### src/rtl/bfa_pkg.sv
// Shared constants, codes and controller/datapath interface types for the frame allocator.
package bfa_pkg;

	localparam int MAX_FRAMES_DEF = 4096;
	localparam int WORD_BITS_DEF  = 64;

	localparam int ACT_W = 2;
	localparam int FI_W  = 12;
	localparam int LEN_W = 13;
	localparam int FP_W  = 13;
	localparam int ST_W  = 2;

	localparam logic [FP_W-1:0] FRAMES_RESET = 13'd4096;

	localparam logic [ACT_W-1:0] ACT_ALLOC      = 2'd0;
	localparam logic [ACT_W-1:0] ACT_FREE_ONE   = 2'd1;
	localparam logic [ACT_W-1:0] ACT_FREE_RANGE = 2'd2;
	localparam logic [ACT_W-1:0] ACT_MARK_ALL   = 2'd3;

	localparam logic [ST_W-1:0] ST_OK           = 2'd0;
	localparam logic [ST_W-1:0] ST_NO_SPACE     = 2'd1;
	localparam logic [ST_W-1:0] ST_ALREADY_FREE = 2'd2;
	localparam logic [ST_W-1:0] ST_COUNT_ZERO   = 2'd3;

	typedef struct packed {
		logic load;
		logic scan_start;
		logic scan_step;
		logic upd_start;
		logic upd_step;
		logic mark_all;
		logic out_load;
	} bfa_cmd_t;

	typedef struct packed {
		logic [ACT_W-1:0] act;
		logic             len_zero;
		logic             chk_out;
		logic             upd_empty;
		logic             hit;
		logic             exhaust;
		logic             upd_done;
		logic             out_busy;
	} bfa_sts_t;

endpackage

### src/rtl/bfa_ctrl.sv
// Controller state machine sequencing scan, update and result hand-off.
module bfa_ctrl (
	input  logic              clk,
	input  logic              arst_n,
	input  logic              in_valid,
	output logic              in_stall,
	input  bfa_pkg::bfa_sts_t sts,
	output bfa_pkg::bfa_cmd_t cmd
);
	import bfa_pkg::*;

	localparam logic [2:0] S_IDLE      = 3'd0;
	localparam logic [2:0] S_DISPATCH  = 3'd1;
	localparam logic [2:0] S_SCAN      = 3'd2;
	localparam logic [2:0] S_UPD_START = 3'd3;
	localparam logic [2:0] S_UPD       = 3'd4;
	localparam logic [2:0] S_DONE      = 3'd5;

	logic [2:0] state_q;
	logic [2:0] state_d;

	assign in_stall = (state_q != S_IDLE);

	// next state and commands
	always_comb begin
		state_d = state_q;
		cmd     = '0;
		unique case (state_q)
			S_IDLE: begin
				if (in_valid) begin
					cmd.load = 1'b1;
					state_d  = S_DISPATCH;
				end
			end
			S_DISPATCH: begin
				case (sts.act)
					ACT_ALLOC: begin
						if (sts.len_zero) begin
							state_d = S_DONE;
						end else begin
							cmd.scan_start = 1'b1;
							state_d        = S_SCAN;
						end
					end
					ACT_FREE_ONE: begin
						if (sts.chk_out) begin
							state_d = S_DONE;
						end else begin
							cmd.upd_start = 1'b1;
							state_d       = S_UPD;
						end
					end
					ACT_FREE_RANGE: begin
						if (sts.upd_empty) begin
							state_d = S_DONE;
						end else begin
							cmd.upd_start = 1'b1;
							state_d       = S_UPD;
						end
					end
					default: begin
						cmd.mark_all = 1'b1;
						state_d      = S_DONE;
					end
				endcase
			end
			S_SCAN: begin
				cmd.scan_step = 1'b1;
				if (sts.hit) begin
					state_d = S_UPD_START;
				end else if (sts.exhaust) begin
					state_d = S_DONE;
				end
			end
			S_UPD_START: begin
				cmd.upd_start = 1'b1;
				state_d       = S_UPD;
			end
			S_UPD: begin
				cmd.upd_step = 1'b1;
				if (sts.upd_done) begin
					state_d = S_DONE;
				end
			end
			S_DONE: begin
				if (!sts.out_busy) begin
					cmd.out_load = 1'b1;
					state_d      = S_IDLE;
				end
			end
			default: begin
				state_d = S_IDLE;
			end
		endcase
	end

	// state register
	always_ff @(posedge clk or negedge arst_n) begin
		if (!arst_n) begin
			state_q <= S_IDLE;
		end else begin
			state_q <= state_d;
		end
	end
endmodule

### config.mk
export PLATFORM = sky130hd
export DESIGN_NAME = bfa_ctrl
export DESIGN_NICKNAME = d
export VERILOG_FILES = /design/src/rtl/bfa_pkg.sv /design/src/rtl/bfa_ctrl.sv
export SDC_FILE = /design/constraint.sdc
export NUM_CORES = 1
export LEC_CHECK = 0
export BUFFER_PORTS_ARGS = -buffer_cell sky130_fd_sc_hd__buf_2
export CORE_AREA = 2 2 39 41
export CTS_CLUSTER_DIAMETER = 80
export DETAILED_ROUTE_END_ITERATION = 10
export DIE_AREA = 0 0 41 43
export GPL_TIMING_DRIVEN = 0
export PLACE_DENSITY = 0.59
export SETUP_SLACK_MARGIN = 0.02
export SYNTH_ARGS = -nofsm -noshare
export SYNTH_HDL_FRONTEND = slang
export SYNTH_SLANG_ARGS = --single-unit
### constraint.sdc
create_clock -name clk -period 1.61 [get_ports clk]
set_input_delay 0.322 -clock clk [delete_from_list [all_inputs] [get_ports clk]]
set_output_delay 0.322 -clock clk [all_outputs]
set_load 0.02 [all_outputs]
==> results summary <==
Clock tree synthesis inserted a total of 3 buffers. In this run, the number of DRC markers left after iteration 0 of detailed routing was 5. The die is 43 um tall. The tool flagged a number of max-cap violations equal to 0. After detailed routing, the number of remaining DRC violations is 0. The routed design could run at a clock period as short as 1.66 ns. The largest stage delay on the critical path came out at 0.39 ns.

The final reports fail on negative setup slack. STA classifies the critical path endpoint as a primary output. The worst setup path is of the reg -> out kind. The number of iterations in the first detailed-routing pass came out at 2.

The post-synthesis instance total came out at 48. STA puts the critical path data required time at 1.29 ns. The number of fill cells in the layout came out at 140.

The share of Yosys cell area claimed by the top area cell type came out at 19.7%. The areal power density over the cells came out at 1280 nW/um^2. In the synthesized netlist the async set-or-reset flop fraction comes to 100%. Clock skew on the completed layout was measured at 0.00580 ns. The number of routed nets with antenna violations is 0. Clock-pin slew was measured on the worst setup and hold paths at 0.04 ns.

The final instance area is 664 um^2. The via count of the first global-routing pass is 439. The number of H-tree levels came out at 1. The synthesis-stage register bit count came out at 3. The global route total overflow came out at 0. The biggest fanout along the worst timing path is 2.

The insertion delay of the later-clocked pin in the worst-skew pair came out at 0.24 ns. After detailed placement, the total cell area comes to 507 um^2. Counting both buffers and inverters, the worst setup path holds a total of 2. The final-layout worst hold slack came out at 0.406 ns. The portion of the clock cycle consumed by the worst path in the final layout came out at 103%. The average wire per cell in the routed design is 10.8 um. The largest registers in the layout are state_q (3). In this run the critical register-to-register path is launched from state_q[1].

The ratio of cells with drive above 1 in the final layout came out at 55.8%. The top achievable clock speed is 603 MHz. The sum of net half-perimeters after detailed placement is 719 um. The final setup slack of the worst path came out at -0.0476 ns. STA classifies the critical path startpoint as a register. The die span in x came out at 41 um. The post-synthesis sequential area ratio is 19.7%.

The effective utilization at floorplan is 27.5%. The reported leakage power came out at 0.329 nW. The run finished, with violations left. Yosys attributes the largest share of cell area to sky130_fd_sc_hd__dfrtp_1, sky130_fd_sc_hd__ha_1, sky130_fd_sc_hd__inv_1, sky130_fd_sc_hd__a21oi_1, sky130_fd_sc_hd__nor2_1. The count of final max-slew check failures was 0. Setup repair after global routing could not meet its margin everywhere. The total die area came out at 1760 um^2.

The maximum number of pins on one net before global-route repair is 11. The tree is rooted in a sky130_fd_sc_hd__clkbuf_4. The average footprint of a synthesized cell came out at 7.92 um^2.

The critical path goes through buf_6, or3_4, nor2_4, buf_6. The total number of vias is 440. The slowest stage of the critical path is the sky130_fd_sc_hd__or3_4 cell. The growth of design area from synthesis to finish came out at 74.7%. The post-synthesis instance area came out at 380 um^2.

More flip-flops sit in one register than any other, and that register is state_q. The worst setup path startpoint is state_q[0]. The worst hold path belongs to the class in -> async.

The core footprint is 1380 um^2. The data arrival time of the critical path is 1.34 ns. The count of buffers added on input and output ports is 19. The row count came out at 14. The cell that appears most often on the critical path is sky130_fd_sc_hd__buf_6. The repair_antennas step left the layout with diodes totalling 0. The largest buffer count on any clock path is 2. The measured slew at the worst slew-check pin came out at 0.248 ns. The overall routed net length is 1010 um. The largest delay contributor family on the critical path is simple AND/OR/NAND/NOR gates. The number of clock sinks came out at 3. During I/O placement, the number of pins put on the boundary was 20. The number of enable-type register cells in the synthesized netlist came out at 0.

The count of endpoints failing hold in the final timing report is 0. The worst pin sits at a relative slew slack of 83.4%. The most common cell in the netlist is sky130_fd_sc_hd__inv_1.

The number of different library cells in the post-synthesis netlist is 25. The global placer's final weighted congestion is 0.656. Ranked by instance count, the synthesized netlist is headed by sky130_fd_sc_hd__inv_1, sky130_fd_sc_hd__a21oi_1, sky130_fd_sc_hd__nor2_1, sky130_fd_sc_hd__ha_1. The first global-routing pass estimated 1620 um of wire. The flip-flop count of the largest register after layout is 3. TritonCTS built the clock tree. The number of antenna violations at the first check in global routing came to 0. When the netlist entered floorplanning its net count stood at 64.

The accumulated negative setup slack came out at -0.0593 ns. Of all cell types, the one taking the most synthesized area is sky130_fd_sc_hd__dfrtp_1. The via density per instance came out at 4.73. The warning count from the yosys run came out at 0. The setup slack after placement came out at -0.0353 ns. IR analysis of the VDD net gives a maximum drop of 0.366 mV. The setup violation total in the final timing report is 2. The net total in the final layout came out at 94. The total global-route track usage is 13.4%.

Among all flip-flop cells after synthesis, the most frequent one is sky130_fd_sc_hd__dfrtp_1.
## final timing paths
kind	endpoint	slack, ns	cells after the start
min in group clk	state_q[0]	0.43	3
max in group asynchronous	state_q[1]	1.09	2
worst max register to register	state_q[2]	0.38	5
worst min-delay path	state_q[0]	0.41	2
worst min register to register	state_q[1]	0.71	2
worst max-delay path	cmd[6]	-0.05	4
## per-layer routing
metal | wire, um | part of all wire (%) | GRT usage [%] | vias to the layer above
met3 | 30 | 3.0 | 2.09 | 2
met1 | 428 | 42 | 14.1 | 204
met4 | 11 | 1.1 | 8.00 | 0
met5 | 0 | 0 | 0 | -
met2 | 537 | 53 | 22.8 | 11
li1 | - | - | - | 223
## area by class of cell
type | instances | area, um^2 | share of cell area [%]
plain buffers | 3 | 33.8 | 5.08
clock buffers | 4 | 26.3 | 3.95
inverters | 7 | 28.8 | 4.33
multi-input cells | 35 | 317 | 47.6
flip-flops and latches | 3 | 75.1 | 11.3
well taps | 16 | 20.0 | 3.01
repair buffers | 25 | 164 | 24.7
## timing repair
action | 4_1_cts | 5_1_grt
hold buffers | 1 | 0
setup endpoints to repair | 6 | 6
endpoints found under the hold margin | 3 | 0
buffers inserted | 4 | 0
gates cloned | 1 | 0
pin swaps | 2 | 5
gates resized for setup | 14 | 10
## per-stage QoR
step,power [mW],instances,util (%)
2_1_floorplan,0.477,48,-
3_3_place_gp,0.584,83,36.6
3_5_place_dp,0.589,83,36.6
4_1_cts,0.832,93,44.9
5_1_grt,0.916,93,48.0
6_report,0.848,93,48.0
## cell families after synthesis
family                   count (synthesis)  share of synthesized area [%]
adder cells (fa/ha/maj)                  4                           13.2
multiplexers                             1                           2.63
buffers and inverters                   10                           12.5
AO/OA/AOI/OAI                           12                           21.1
AND/OR/NAND/NOR                         18                           30.9
flip-flops                               3                           19.7
## cell usage in the layout (no fill, tap or decap), drive strengths merged
cell type / n
dlygate4sd3: 1
nand2: 3
nor4bb: 1
inv: 7
clkbuf: 4
a211o: 1
nand4b: 1
and4b: 1
a22oi: 2
nand2b: 1
o22ai: 2
a21oi: 5
nor4b: 1
a22o: 1
buf: 27
o21ai: 1
nor3b: 2
dfrtp: 3
ha: 4
nor2b: 1
mux2i: 1
nor2: 6
or3: 1
## report_power, final
group / total [mW] / internal [mW] / switching, mW
combinational: 0.588 / 0.287 / 0.301
clock: 0.133 / 0.0929 / 0.0398
sequential: 0.127 / 0.105 / 0.0220
total: 0.848 / 0.485 / 0.363
(Power assumes the default switching activity.)
